[config.mk]
export PLATFORM = sky130hd
export DESIGN_NAME = fse_ctrl
export DESIGN_NICKNAME = d
export VERILOG_FILES = /design/src/design/fse_pkg.sv /design/src/design/fse_ctrl.sv
export SDC_FILE = /design/constraint.sdc
export NUM_CORES = 1
export LEC_CHECK = 0
export BUFFER_PORTS_ARGS = -buffer_cell sky130_fd_sc_hd__buf_4
export CAP_MARGIN = 15
export CORE_AREA = 2 2 39 41
export DETAILED_ROUTE_END_ITERATION = 8
export DIE_AREA = 0 0 41 43
export PLACE_DENSITY_LB_ADDON = 0.12
export SYNTH_ARGS = -nofsm -noshare
export SYNTH_HDL_FRONTEND = slang
export SYNTH_SLANG_ARGS = --single-unit
[constraint.sdc]
create_clock -name clk_i -period 2.2 [get_ports clk_i]
set_input_delay 0.66 -clock clk_i [delete_from_list [all_inputs] [get_ports clk_i]]
set_output_delay 0.66 -clock clk_i [all_outputs]
set_load 0.05 [all_outputs]
[src/design/fse_pkg.sv]
// ----------------------------------------------------------------------------
// fse_pkg: shared types and constants of the stencil Euler update unit
// Value format, register codes and the datapath command/status bundles.
// ----------------------------------------------------------------------------
package fse_pkg;

  localparam int unsigned VALUE_WIDTH  = 32;
  localparam int unsigned DEF_MAX_COLS = 1024;
  localparam int unsigned DEF_MAX_ROWS = 4096;

  localparam int unsigned ROW_W      = 12;  // stored row position
  localparam int unsigned COL_W      = 10;  // stored column position
  localparam int unsigned ROW_CALC_W = 17;  // holds MAX_ROWS up to 65536
  localparam int unsigned COL_CALC_W = 13;  // holds MAX_COLS up to 4096
  localparam int unsigned MAG_W      = 31;
  localparam int unsigned CFG_IDX_W  = 3;
  localparam int unsigned CFG_DATA_W = 32;
  localparam int unsigned DIFF_W     = VALUE_WIDTH + 3;
  localparam int unsigned PROD_W     = DIFF_W + 33;
  localparam int unsigned STEP_W     = VALUE_WIDTH + 33;

  // configuration register indexes
  localparam logic [CFG_IDX_W-1:0] REG_COEF_X    = 3'd0;
  localparam logic [CFG_IDX_W-1:0] REG_COEF_Y    = 3'd1;
  localparam logic [CFG_IDX_W-1:0] REG_TIME_STEP = 3'd2;
  localparam logic [CFG_IDX_W-1:0] REG_ROWS      = 3'd3;
  localparam logic [CFG_IDX_W-1:0] REG_COLS      = 3'd4;
  localparam logic [CFG_IDX_W-1:0] REG_LIMIT     = 3'd5;

  typedef struct packed {
    logic [31:0]      coef_x;
    logic [31:0]      coef_y;
    logic [31:0]      time_step;
    logic [12:0]      grid_rows;
    logic [10:0]      grid_cols;
    logic [MAG_W-1:0] converge_limit;
  } cfg_t;

  // controller to datapath
  typedef struct packed {
    logic accept;
    logic window;
    logic mul;
    logic sum;
    logic step;
    logic finish;
  } cmd_t;

  // datapath to controller
  typedef struct packed {
    logic interior;
    logic out_free;
  } status_t;

endpackage

[src/design/fse_ctrl.sv]
// ----------------------------------------------------------------------------
// fse_ctrl: sequencing controller
// Steps a node through read, window and, if interior, mul, sum, step, finish.
// ----------------------------------------------------------------------------
module fse_ctrl
  import fse_pkg::*;
(
  input  logic    clk_i,
  input  logic    rst_ni,
  input  logic    in_valid_i,
  output logic    in_ready_o,
  input  status_t status_i,
  output cmd_t    cmd_o
);

  typedef enum logic [2:0] {
    S_IDLE, S_WINDOW, S_MUL, S_SUM, S_STEP, S_FINISH
  } state_e;

  state_e state_q;

  // state register
  always_ff @(posedge clk_i or negedge rst_ni) begin
    if (!rst_ni) begin
      state_q <= S_IDLE;
    end else begin
      case (state_q)
        S_IDLE:   if (in_valid_i) state_q <= S_WINDOW;
        S_WINDOW: state_q <= status_i.interior ? S_MUL : S_IDLE;
        S_MUL:    state_q <= S_SUM;
        S_SUM:    state_q <= S_STEP;
        S_STEP:   state_q <= S_FINISH;
        S_FINISH: if (status_i.out_free) state_q <= S_IDLE;
        default:  state_q <= S_IDLE;
      endcase
    end
  end

  // commands
  assign in_ready_o    = (state_q == S_IDLE);
  assign cmd_o.accept  = (state_q == S_IDLE) && in_valid_i;
  assign cmd_o.window  = (state_q == S_WINDOW);
  assign cmd_o.mul     = (state_q == S_MUL);
  assign cmd_o.sum     = (state_q == S_SUM);
  assign cmd_o.step    = (state_q == S_STEP);
  assign cmd_o.finish  = (state_q == S_FINISH) && status_i.out_free;

endmodule

== Word-level counts from Yosys, hierarchy flattened ==
Cells that the tools add are included.

* Bits in registers: 3
* Word-level logic and storage cells: 16

* Eq/ne operators: 7
* Reduce and logical (&&, ||, !) cells: 4
* Muxes and demuxes: 4

{| class="wikitable"
|+ Operators with widths
! kind !! count
|-
| $pmux 3 s6 || 1
|-
| $eq 3x2->1 const B || 2
|-
| $eq 3x3->1 const B || 2
|-
| $mux 3 || 2
|-
| $ne 2x2->1 const B || 2
|-
| $eq 3x1->1 const B || 1
|-
| $logic_not 3->1 || 1
|-
| $logic_and 1x1->1 || 2
|-
| $mux 2 || 1
|-
| $reduce_and 2->1 || 1
|}

== Logic depth before layout (Yosys ltp) ==
* Word-level depth: 3
* Depth in mapped cells: 3
* Mapped depth without buffers: 2

== Worst setup path before layout ==
No wires, ideal clock.

* Kind: reg-to-output
* Start point: register state_q[2]
* End point: output cmd_o[4] in the netlist's numbering
* Setup slack: -152 ps
* Arrival: 1692 ps
* Stages on the path, launching flop included: 3
* Path buffers: 1
* Cells stage by stage: dfrtp_1 buf_4 nor3b_1

{| class="wikitable"
|+ RTL lines
! element !! RTL line !! source
|-
| start, declared || fse_ctrl.sv:20 || <nowiki>state_e state_q;</nowiki>
|-
| start signal, assigned || fse_ctrl.sv:29 || <nowiki>S_WINDOW: state_q <= status_i.interior ? S_MUL : S_IDLE;</nowiki>
|-
| end, declared || fse_ctrl.sv:13 || <nowiki>output cmd_t cmd_o</nowiki>
|}

==> impl_metrics.env <==
export IMPL_status="finished, final reports clean"
export IMPL_worst_slew_pin_slew_ns=0.433
export IMPL_hold_path_class="input pin to async pin"
export IMPL_cp_max_fo=11
export IMPL_drt_iter0_drc=5
export IMPL_period_minus_slack_ns=1.99
export IMPL_port_buffers=11
export IMPL_internal_power_mw=0.272
export IMPL_placed_cells=46
export IMPL_slew_violations=0
export IMPL_wl_um=491
export IMPL_cp_slowest_cell="dfrtp_1"
export IMPL_setup_viol=0
export IMPL_cts_setup_buffers=0
export IMPL_p_per_area_nw_per_um2=1700
export IMPL_fp_row_count=14
export IMPL_synth_edf_count=0
export IMPL_area_delta_synth_final_pct=48.9
export IMPL_start_kind="register"
export IMPL_ir_drop_v=0.000598
export IMPL_overflow=0
export IMPL_max_stage_delay_ns=0.52
export IMPL_top_register="state_q"
export IMPL_avgSynthCellArea_um2=10.5
export IMPL_cp_arrival_ns=1.33
export IMPL_cp_required_ns=1.54
export IMPL_async_reset_ff_frac=1.00
export IMPL_cts_hold_buf=0
export IMPL_netlist_top_cell_by_area="dfrtp_1"
export IMPL_initial_core_util=0.166
export IMPL_power_mw=0.583
export IMPL_grt_pass1_wl_um=807
export IMPL_nNetsFinal=40
export IMPL_die_h_um=43
export IMPL_post_dp_hpwl_um=351
export IMPL_ys_types=17
export IMPL_post_cts_resized=0
export IMPL_switching_power_mw=0.311
export IMPL_h_tree_depth=1
export IMPL_root_buffer="clkbuf_4"
export IMPL_end_kind="output pin"
export IMPL_vias_per_cell=3.96
export IMPL_rsz0062_at_grt="false"
export IMPL_yosysSeqAreaShare=0.326
export IMPL_wl_per_cell_um=9.82
export IMPL_dieArea_um2=1760
export IMPL_fin_area_um2=343
export IMPL_place_congestion=0.664
export IMPL_synth_most_common_cell="dfrtp_1"
export IMPL_wl_met1_um=231
export IMPL_synth_top_area_frac=0.326
export IMPL_finalHoldViolations=0
export IMPL_synthXorXnorAreaFrac=0
export IMPL_grt_pass1_vias=188
export IMPL_crit_chain="nor3_4 > and2_1 > buf_4"
export IMPL_clk_latency_ns=0.23
export IMPL_synth_ff_latch_count=3
export IMPL_synthAdderAreaFrac=0
export IMPL_drc=0
export IMPL_fp_coreArea_um2=1380
export IMPL_seqPwrFrac=0.265
export IMPL_relSlewSlack=0.711
export IMPL_drive_above_1_share=0.559
export IMPL_cts_tree="done"
export IMPL_r2r_start="state_q[2]"
export IMPL_cts_clk_slew_worst_paths_ns=0.04
export IMPL_tns_ns=0
export IMPL_ys_top_cells_by_count="dfrtp_1 (3), buf_4 (2), nand2b_1 (2), nor3b_1 (2)"
export IMPL_synthSimpleGateAreaFrac=0.402
export IMPL_route_met2_wl_um=236
export IMPL_power_share_switching=0.534
export IMPL_clock_sinks=3
export IMPL_layoutNonFillerInstCount=50
export IMPL_p_comb_frac=0.569
export IMPL_largest_reg_flops=3
export IMPL_synth_area_um2=230
export IMPL_yosysWarningCount=0
export IMPL_num_antenna_cells=0
export IMPL_synthMuxAreaShare=0
export IMPL_die_width_um=41
export IMPL_cts_buffers=3
export IMPL_r2r_end="state_q[2]"
export IMPL_synthCells=22
export IMPL_ant_nets=0
export IMPL_synth_compound_area_share=0.158
export IMPL_top_layer="met3"
export IMPL_p_leak_nw=0.157
export IMPL_ys_flop_type="dfrtp_1"
export IMPL_drv_cap=0
export IMPL_r2r_slack_ns=1.14
export IMPL_pin_count=12
export IMPL_cts_buffer_depth=2
export IMPL_firstDrtPassIters=2
export IMPL_finalClockSkew_ns=0.00558
export IMPL_grt_use_total=0.0683
export IMPL_max_freq_ghz=0.503
export IMPL_route_met3_wl_um=23
export IMPL_fin_util=0.248
export IMPL_power_clock_fraction=0.167
export IMPL_grt_max_degree=13
export IMPL_synth_top_family_by_area="simple AND/OR/NAND/NOR gates"
export IMPL_top_regs="state_q: 3 flops"
export IMPL_syn_num_nets=27
export IMPL_dr_total_vias=198
export IMPL_antenna_found_initial=0
export IMPL_dpl_instance_area_um2=317
export IMPL_worst_setup_path_type="register to output pin"
export IMPL_r2r_cells=2
export IMPL_finalCritPeriodShare=0.903
export IMPL_ys_top_cells_by_area="dfrtp_1 (33%), nor3_4 (7.1%), a221oi_2 (6.5%), buf_4 (6.5%), nor3b_1 (6.5%)"
-- power by group through the flow --
| stage | Combinational [mW] | Sequential, mW | Clock, mW |
|---|---|---|---|
| after floorplan | 0.343 | 0.0864 | 0 |
| after global placement | 0.334 | 0.156 | 0 |
| after detailed placement | 0.335 | 0.158 | 0 |
| after CTS | 0.335 | 0.157 | 0.101 |
| after global routing | 0.351 | 0.165 | 0.107 |
| final | 0.332 | 0.154 | 0.0972 |
-- critical path, delay by kind of cell (launching register included) --
family | cells | cell delay (ns)
and+or+nand+nor | 2 | 0.38
buffers and inverters | 1 | 0.19
DFF | 1 | 0.52
-- worst max-delay path by stage --
stage                start  slack [ns]       end
2_1_floorplan   state_q[1]        0.04  cmd_o[5]
3_3_place_gp   status_i[0]        0.39  cmd_o[0]
3_5_place_dp   status_i[0]        0.39  cmd_o[0]
4_1_cts         state_q[1]        0.20  cmd_o[5]
5_1_grt         state_q[1]        0.13  cmd_o[5]
6_report        state_q[1]        0.21  cmd_o[5]
-- final cells by class --
class	instances	area, µm²
Tap cell	16	20.0
Fill cell	142	1040
Multi-Input combinational cell	16	139
Timing Repair Buffer	11	82.6
Clock buffer	4	26.3
Sequential cell	3	75.1
-- cell families (layout without fill, tap and decap cells) --
kind of cell	Yosys count	after routing
AO/OA/AOI/OAI	4	4
flip-flops	3	3
buffers and inverters	3	15
AND/OR/NAND/NOR	12	12
-- routing by layer --
metal	up-vias	track usage
li1	101	-
met1	90	0.100
met2	7	0.0781
met3	0	0.0314
met4	0	0.0400
met5	-	0
-- placed cells by master, fill, tap and decap left out, types with 2 or more instances in the layout --
master,Yosys,final
nand2b_1,2,2
dfrtp_1,3,3
clkbuf_4,0,3
nor3b_2,1,3
buf_4,2,11
-- metrics by stage --
step	setup slack, ns	hold WS, ns
final	0.214	0.204
after global routing	0.129	0.192
after CTS	0.195	0.197
after detailed placement	0.390	0.449
after global placement	0.395	0.448
after floorplan	0.0358	0.364
Power figures use the tool's default switching activity.
