`src/design/fse_pkg.sv`:
```
// ----------------------------------------------------------------------------
// fse_pkg: shared types and constants of the stencil Euler update unit
// Value format, register codes and the datapath command/status bundles.
// ----------------------------------------------------------------------------
package fse_pkg;

  localparam int unsigned VALUE_WIDTH  = 32;
  localparam int unsigned DEF_MAX_COLS = 1024;
  localparam int unsigned DEF_MAX_ROWS = 4096;

  localparam int unsigned ROW_W      = 12;  // stored row position
  localparam int unsigned COL_W      = 10;  // stored column position
  localparam int unsigned ROW_CALC_W = 17;  // holds MAX_ROWS up to 65536
  localparam int unsigned COL_CALC_W = 13;  // holds MAX_COLS up to 4096
  localparam int unsigned MAG_W      = 31;
  localparam int unsigned CFG_IDX_W  = 3;
  localparam int unsigned CFG_DATA_W = 32;
  localparam int unsigned DIFF_W     = VALUE_WIDTH + 3;
  localparam int unsigned PROD_W     = DIFF_W + 33;
  localparam int unsigned STEP_W     = VALUE_WIDTH + 33;

  // configuration register indexes
  localparam logic [CFG_IDX_W-1:0] REG_COEF_X    = 3'd0;
  localparam logic [CFG_IDX_W-1:0] REG_COEF_Y    = 3'd1;
  localparam logic [CFG_IDX_W-1:0] REG_TIME_STEP = 3'd2;
  localparam logic [CFG_IDX_W-1:0] REG_ROWS      = 3'd3;
  localparam logic [CFG_IDX_W-1:0] REG_COLS      = 3'd4;
  localparam logic [CFG_IDX_W-1:0] REG_LIMIT     = 3'd5;

  typedef struct packed {
    logic [31:0]      coef_x;
    logic [31:0]      coef_y;
    logic [31:0]      time_step;
    logic [12:0]      grid_rows;
    logic [10:0]      grid_cols;
    logic [MAG_W-1:0] converge_limit;
  } cfg_t;

  // controller to datapath
  typedef struct packed {
    logic accept;
    logic window;
    logic mul;
    logic sum;
    logic step;
    logic finish;
  } cmd_t;

  // datapath to controller
  typedef struct packed {
    logic interior;
    logic out_free;
  } status_t;

endpackage

```
`src/design/fse_cfg.sv`:
```
// ----------------------------------------------------------------------------
// fse_cfg: configuration register file
// Six registers written by index; unknown indexes are dropped.
// ----------------------------------------------------------------------------
module fse_cfg
  import fse_pkg::*;
(
  input  logic                  clk_i,
  input  logic                  rst_ni,
  input  logic                  wr_en_i,
  input  logic [CFG_IDX_W-1:0]  wr_idx_i,
  input  logic [CFG_DATA_W-1:0] wr_data_i,
  output cfg_t                  cfg_o
);

  cfg_t cfg_q;

  // register writes
  always_ff @(posedge clk_i or negedge rst_ni) begin
    if (!rst_ni) begin
      cfg_q.coef_x         <= 32'd67108864;
      cfg_q.coef_y         <= 32'd67108864;
      cfg_q.time_step      <= 32'd4096;
      cfg_q.grid_rows      <= 13'd513;
      cfg_q.grid_cols      <= 11'd513;
      cfg_q.converge_limit <= 31'd17;
    end else if (wr_en_i) begin
      case (wr_idx_i)
        REG_COEF_X:    cfg_q.coef_x         <= wr_data_i;
        REG_COEF_Y:    cfg_q.coef_y         <= wr_data_i;
        REG_TIME_STEP: cfg_q.time_step      <= wr_data_i;
        REG_ROWS:      cfg_q.grid_rows      <= wr_data_i[12:0];
        REG_COLS:      cfg_q.grid_cols      <= wr_data_i[10:0];
        REG_LIMIT:     cfg_q.converge_limit <= wr_data_i[MAG_W-1:0];
        default: ;
      endcase
    end
  end

  assign cfg_o = cfg_q;

endmodule

```
`config.mk`:
```
export PLATFORM = sky130hd
export DESIGN_NAME = fse_cfg
export DESIGN_NICKNAME = d
export VERILOG_FILES = /design/src/design/fse_pkg.sv /design/src/design/fse_cfg.sv
export SDC_FILE = /design/constraint.sdc
export NUM_CORES = 1
export LEC_CHECK = 0
export BUFFER_PORTS_ARGS = -buffer_cell sky130_fd_sc_hd__buf_2
export CAP_MARGIN = 20
export CELL_PAD_IN_SITES_DETAIL_PLACEMENT = 0
export CELL_PAD_IN_SITES_GLOBAL_PLACEMENT = 2
export CORE_MARGIN = 1.5
export CORE_UTILIZATION = 36
export CTS_BUF_LIST = sky130_fd_sc_hd__clkbuf_4 sky130_fd_sc_hd__clkbuf_8
export DETAILED_ROUTE_END_ITERATION = 8
export GPL_TIMING_DRIVEN = 0
export MAX_ROUTING_LAYER = met4
export PLACE_DENSITY_LB_ADDON = 0.3
export SYNTH_ARGS = -nofsm -noshare
export SYNTH_HDL_FRONTEND = slang
export SYNTH_SLANG_ARGS = --single-unit
```
`constraint.sdc`:
```
create_clock -name clk_i -period 0.83 [get_ports clk_i]
set_input_delay 0.0415 -clock clk_i [delete_from_list [all_inputs] [get_ports clk_i]]
set_output_delay 0.0415 -clock clk_i [all_outputs]
set_load 0.005 [all_outputs]
```
**Word-level counts from Yosys, hierarchy flattened**

Cells that the tools add are included.

- Bits in read-only memories: 0
- Memories kept: 0
- Output and inout port bits: 151
- Memory bits (writable): 0
- Register bits after elaboration: 151
- Bits in latches: 0

- $add $sub $neg: 0
- Mux-type cells: 0
- Shift-type cells: 0
- Div/mod/pow operators: 0
- Multiply operators: 0
- Magnitude comparators: 0
- Bitwise logic cells: 0
- Reductions and logical operators: 7
- Eq/ne operators: 5

Operators by type and width:

| cell | number |
|---|---|
| $reduce_and A2 Y1 | 6 |
| $eq A3 B2 Y1 const B | 2 |
| $eq A3 B3 Y1 const B | 2 |
| $eq A3 B1 Y1 const B | 1 |
| $logic_not A3 Y1 | 1 |

**Logic depth before layout (Yosys ltp)**

Gate-level depths: netlist of run 1.

- Depth after elaboration: 2
- Depth in mapped cells: 4
- Gate-level depth less buffers: 2

**Least setup slack after synthesis of run 1**

OpenSTA, ideal clock, no wires.

- Path type: in2reg
- Start: input wr_idx_i[1]
- End: register cfg_q, in the netlist cfg_o[140]
- Arrival time: 965 ps
- Setup time: 125 ps
- Buffers on the path: 1
- Slack: -260 ps
- Cell stages on the path: 3
- Cell sequence: nor4b_4 -> buf_6 -> mux2_2

- Word-level cells in the longest chain between the ends: 2

RTL lines:

| item | RTL line | text |
|---|---|---|
| start, declared | fse_cfg.sv:11 | `input logic [CFG_IDX_W-1:0] wr_idx_i,` |
| $logic_not A3 Y1 | fse_cfg.sv:28 | `case (wr_idx_i)` |
| $reduce_and A2 Y1 (no source line) | -- |  |
| end, declared | fse_cfg.sv:16 | `cfg_t cfg_q;` |

Every way passes these cells.
A chain may end at the register's enable or synchronous reset.

**Worst setup path after layout of run 1**

- Start: register cfg_q, in the netlist cfg_o[31]
- End: output cfg_o[31] in the netlist's numbering

RTL lines:

| item | RTL line | text |
|---|---|---|
| end, declared | fse_cfg.sv:13 | `output cfg_t cfg_o` |

No word-level cell between the ends.

==> qor.txt, run 1 <==
Final instance area = 8970 sq um
Final Hold Fails = 67
Top post-synthesis cells by area = dfrtp_1, mux2_2, dfstp_2
Post-synthesis sequential area ratio = 66.4%
Crit. End Element = output pin
Startpoint types = register
Tot Pwr = 23200 uW
Hold Crit Class = input pin to async pin
Vias in the first global route = 4061
Clock Sinks = 151
Top cell type's share of synthesized area = 62.3%
Largest area contributor in the netlist = dfrtp_1
Boundary pin count = 189
Total grt overflow = 0
DRC = 0
RSZ-0062 raised after global routing = yes
Initial Util = 37.3%
Layout net count = 670
VDD IR max = 1.53 mV
Share of cells above drive strength 1 = 72.2%
Setup Crit Path Kind = register to output pin
Final Routed Wirelength = 14600 um
Worst-Skew Late Latency = 0.43 ns
DP Area = 7220 sq um
Core area = 15300 sq um
CP max FO = 2
Yosys cell types = 11
Worst Path Buf+Inv = 1
Top Family by Delay on Critical Path = flip-flops
Max Cap Viol = 0
Yosys reg bits = 151
Detailed Routing Iterations Pass 1 = 4
PnR worst setup slack = -0.297 ns
Yosys Warn Count = 0
Failing checks = hold timing, setup timing
Post-place setup slack = -0.669 ns
PortBufs = 188
GP Congestion = 0.685
Max_slew headroom = 57.9%
FF-to-FF path depth = 2
Cell with the largest stage delay on the worst path = dfstp_2
CTS tree = done
Synth Instances = 324
# diodes = 0
Vias/cell = 4.55
Tmin final = 1.13 ns
Hpwl dp = 9340 um
Worst path max stage delay = 0.55 ns
Avg Cell Area, Syn = 17.6 sq um
Die Area = 16600 sq um
Tot GR Track Use = 18.4%
Worst path cell trace = buf_6
Antenna violations before repair = 0
PD cells = 2580 nW/um^2
Worst r2r src = cfg_o[103]$_DFFE_PN0P_
Die W = 129 um
Starting DRC count in detailed routing = 114
Die Y-Extent = 129 um
CP required = 0.79 ns
Via count = 3897
Layout area overhead = 57.2%
Max reg flops = 151
Finish-stage setup viols = 210
Largest net degree at the start of global routing = 85
Min Hold Slack = -0.406 ns
CTS Buf Count = 17
Syn_nets = 362
R2R setup slack = -0.07 ns
Outcome = complete, but fails checks
DRT antenna net count = 0
Clk_skew = 0 ns
First-pass GRT wire length = 22200 um
Clock Tree Root = clkbuf_8
WL/cell = 17.0 um
Post-CTS Hold Buffers = 32
Max frequency = 887 MHz
Final worst path period share = 136%
Commonest non-fill, non-tap cell in the layout = buf_2
Cell Area, Synth = 5710 sq um
Clock slew at reported path FFs = 0.08 ns
H-tree depth = 4
RR Endpoint = cfg_o[103]$_DFFE_PN0P_
Leakage = 0.00439 uW
Row count = 45
Slew Limit Fails = 0
Clock Tree Buf Depth = 2
Worst endpoint data arrival time = 1.09 ns
Most frequent cells in the layout = buf_2, dfrtp_1, mux2_4
Worst slew pin tran = 0.631 ns
==> power breakdown <==
part	internal, uW	total (uW)	switching (uW)	leakage [uW]
sequential	9050	9950	904	0.00180
combinational	4090	6040	1950	0.00234
clock	4430	7160	2730	0.000257
total	17600	23200	5580	0.00439
==> synthesized netlist by cell type <==
cell and instances:
buf_6 9, buf_4 2, nand4b_1 2, mux2_2 139, dfrtp_1 142, buf_2 5
nor4bb_1 2, dfstp_2 9, and4bb_2 1, nor4b_4 1, mux2_1 12
==> worst max-delay path by stage <==
stage	to	slack, ns	cells past startpoint	startpoint
detailed placement	cfg_o[132]$_DFFE_PN0P_	-0.67	4	wr_idx_i[1]
global placement	cfg_o[135]$_DFFE_PN0P_	-2.43	1	rst_ni
finish	cfg_o[31]	-0.30	1	cfg_o[31]$_DFFE_PN1P_
floorplan	cfg_o[140]$_DFFE_PN0P_	-0.26	3	wr_idx_i[1]
CTS	cfg_o[31]	-0.34	1	cfg_o[31]$_DFFE_PN1P_
global route	cfg_o[31]	-0.35	1	cfg_o[31]$_DFFE_PN1P_
==> final cells by class <==
type | instances | area, sq um
Tap cell | 211 | 264
Multi-Input combinational cell | 157 | 2080
Clock buffer | 21 | 277
Timing Repair Buffer | 289 | 2090
Clock inverter | 11 | 244
Sequential cell | 151 | 3790
Buffer | 16 | 221
Fill cell | 1289 | 6340
==> cell families (layout without fill, tap and decap cells) <==
family	count (synthesis)	after routing	synth area share [%]
muxes	151	151	29.8
buffers and inverters	16	337	2.48
DFF	151	151	66.4
and+or+nand+nor	6	6	1.29
==> what timing repair did <==
action / CTS / global route
buffers inserted: 50 / 32
endpoints found under the setup margin: 240 / 237
pin swaps: 2 / 1
cloned: 2 / 0
hold endpoints to repair: 218 / 65
resized for setup: 40 / 49
==> metal layers <==
metal,track usage [%],share of wire [%],up-vias
li1,-,-,1768
met1,23.1,46,2000
met2,28.8,48,118
met3,5.61,5.5,11
met4,5.42,0.89,0
met5,-,0,-
==> metrics by stage <==
stage	hold slack, ns	TNS, ns	utilization (%)	instances
after global routing	-0.384	-38.44	58.6	856
after detailed placement	0.0798	-83.43	47.2	724
after global placement	0.308	-428.35	47.0	723
after CTS	-0.411	-33.18	56.7	840
final	-0.406	-28.13	58.6	856
after floorplan	-0.254	-25.30	-	324
(Power assumes the default switching activity.)
==> run 2, diff against run 1 <==
--- a/config.mk
+++ b/config.mk
@@ -15,7 +15,8 @@
 export DETAILED_ROUTE_END_ITERATION = 8
 export GPL_TIMING_DRIVEN = 0
 export MAX_ROUTING_LAYER = met4
-export PLACE_DENSITY_LB_ADDON = 0.3
+export PLACE_DENSITY = 0.8
+export RECOVER_POWER = 25
 export SYNTH_ARGS = -nofsm -noshare
 export SYNTH_HDL_FRONTEND = slang
 export SYNTH_SLANG_ARGS = --single-unit
==> run 2 against run 1 <==
Net effect: the flow still finishes with violations (hold timing, setup timing); non-clock buffer count is 7 lower; largest power group unchanged; die area did not move; fmax barely moved; critical endpoint is now cfg_o[145]; cell count decreased by 0.82%; routed wire length increased by 4.3%.
==> qor.txt, run 2 (synthesis gave the netlist of run 1 again) <==
Outcome = complete, but fails checks
Failing checks = hold timing, setup timing
Cell with the largest stage delay on the worst path = dfstp_2
Worst endpoint data arrival time = 1.09 ns
GP Congestion = 0.738
Layout net count = 663
Post-CTS Hold Buffers = 32
PortBufs = 188
Die W = 129 um
First-pass GRT wire length = 22500 um
Commonest non-fill, non-tap cell in the layout = buf_2
Startpoint types = register
Fin util = 57.8%
VDD IR max = 1.45 mV
Row count = 45
Final worst path period share = 136%
Worst slew pin tran = 0.951 ns
Worst r2r src = cfg_o[103]$_DFFE_PN0P_
Non-filler cells, final = 849
Clock slew at reported path FFs = 0.08 ns
Final Hold Fails = 63
Total grt overflow = 0
Initial Util = 37.3%
Clock Sinks = 151
PD cells = 2410 nW/um^2
Starting DRC count in detailed routing = 140
Clock Tree Buf Depth = 2
Clk_skew = 0 ns
Sequential power share = 46.8%
WL/cell = 17.9 um
Finish-stage setup viols = 203
Min Hold Slack = -0.248 ns
DRT antenna net count = 0
Hold Crit Class = input pin to async pin
Pint = 15800 uW
Top Family by Delay on Critical Path = flip-flops
DRC = 0
CP required = 0.79 ns
Worst-Skew Late Latency = 0.44 ns
Antenna violations before repair = 0
Final Routed Wirelength = 15200 um
Part of the power in combinational logic = 28.0%
Detailed Routing Iterations Pass 1 = 4
Die Area = 16600 sq um
Clock Tree Root = clkbuf_8
Slew Limit Fails = 0
Tmin final = 1.13 ns
Tot GR Track Use = 18.8%
Max frequency = 888 MHz
Tot Pwr = 21300 uW
CTS tree = done
CP max FO = 2
Die Y-Extent = 129 um
Worst path cell trace = buf_6
Via count = 3845
Worst Path Buf+Inv = 1
Max Cap Viol = 0
CTS Buf Count = 17
Max_slew headroom = 36.6%
Psw = 5540 uW
Crit. End Element = output pin
Core area = 15300 sq um
Clk pwr share = 25.3%
Cell count after placement = 724
Worst path max stage delay = 0.56 ns
Layout area overhead = 55.0%
RSZ-0062 raised after global routing = yes
Most frequent cells in the layout = buf_2, dfrtp_1, mux2_4
PnR worst setup slack = -0.297 ns
Largest net degree at the start of global routing = 87
Leakage = 0.00433 uW
Vias/cell = 4.53
CP Launch Point = cfg_o[145]$_DFFE_PN1P_
Vias in the first global route = 4191
Hpwl dp = 9480 um
Setup Crit Path Kind = register to output pin
# diodes = 0
Switch share = 26.0%
H-tree depth = 4
Boundary pin count = 189
Max reg flops = 151
Share of cells above drive strength 1 = 72.4%
run 2: cell count changes in the layout (fill, tap and decap cells not counted), moves of 5 or more:
cell and change:
mux2_4 +6, clkbuf_16 +5, buf_6 -5, bufinv_16 -6
run 2: final cells by class:
class                   instances  area [sq um]
fillers                      1274          6470
plain buffers                  15           238
clock inverters                 8          72.6
repair buffers                283          2060
multi-input cells             157          2120
well taps                     211           264
flip-flops and latches        151          3790
clock buffers                  24           305
run 2: timing repair:
item                                   4_1_cts  5_1_grt
gates resized for setup                     16       79
endpoints found under the hold margin      216       63
cloned                                       0        5
setup endpoints to repair                  201      242
pin swaps                                    1        3
buffers inserted                            48       20
run 2: worst paths after layout:
path	cells after the start	slack (ns)	to
setup / recovery	1	-0.30	cfg_o[145]
hold / removal	1	-0.25	cfg_o[6]$_DFFE_PN0P_
setup reg to reg	2	-0.07	cfg_o[103]$_DFFE_PN0P_
hold reg to reg	1	0.51	cfg_o[45]$_DFFE_PN0P_
max in group asynchronous	2	0.13	cfg_o[145]$_DFFE_PN1P_
min in group clk_i	4	0.11	cfg_o[118]$_DFFE_PN0P_
run 2: stage by stage:
step                setup TNS, ns  area, sq um  worst slack, ns
global route               -40.60         8850           -0.357
floorplan                  -25.30         5990           -0.260
finish                     -28.24         8850           -0.297
detailed placement         -77.35         7220           -0.627
global placement          -418.29         7190            -2.38
CTS                        -32.91         8350           -0.343
run 2: power groups by stage:
stage / Clock (uW) / Combinational, uW / Sequential (uW)
finish: 5400 / 5970 / 9980
global route: 5900 / 6460 / 10200
CTS: 5590 / 5450 / 9890
detailed placement: 0 / 4500 / 10000
global placement: 0 / 4410 / 9950
floorplan: 0 / 1940 / 10100
run 2: per-layer routing:
layer	part of all wire [%]	track usage [%]
met2	50	30.4
met1	44	22.3
met4	1.5	7.47
met5	0	-
met3	4.3	5.24
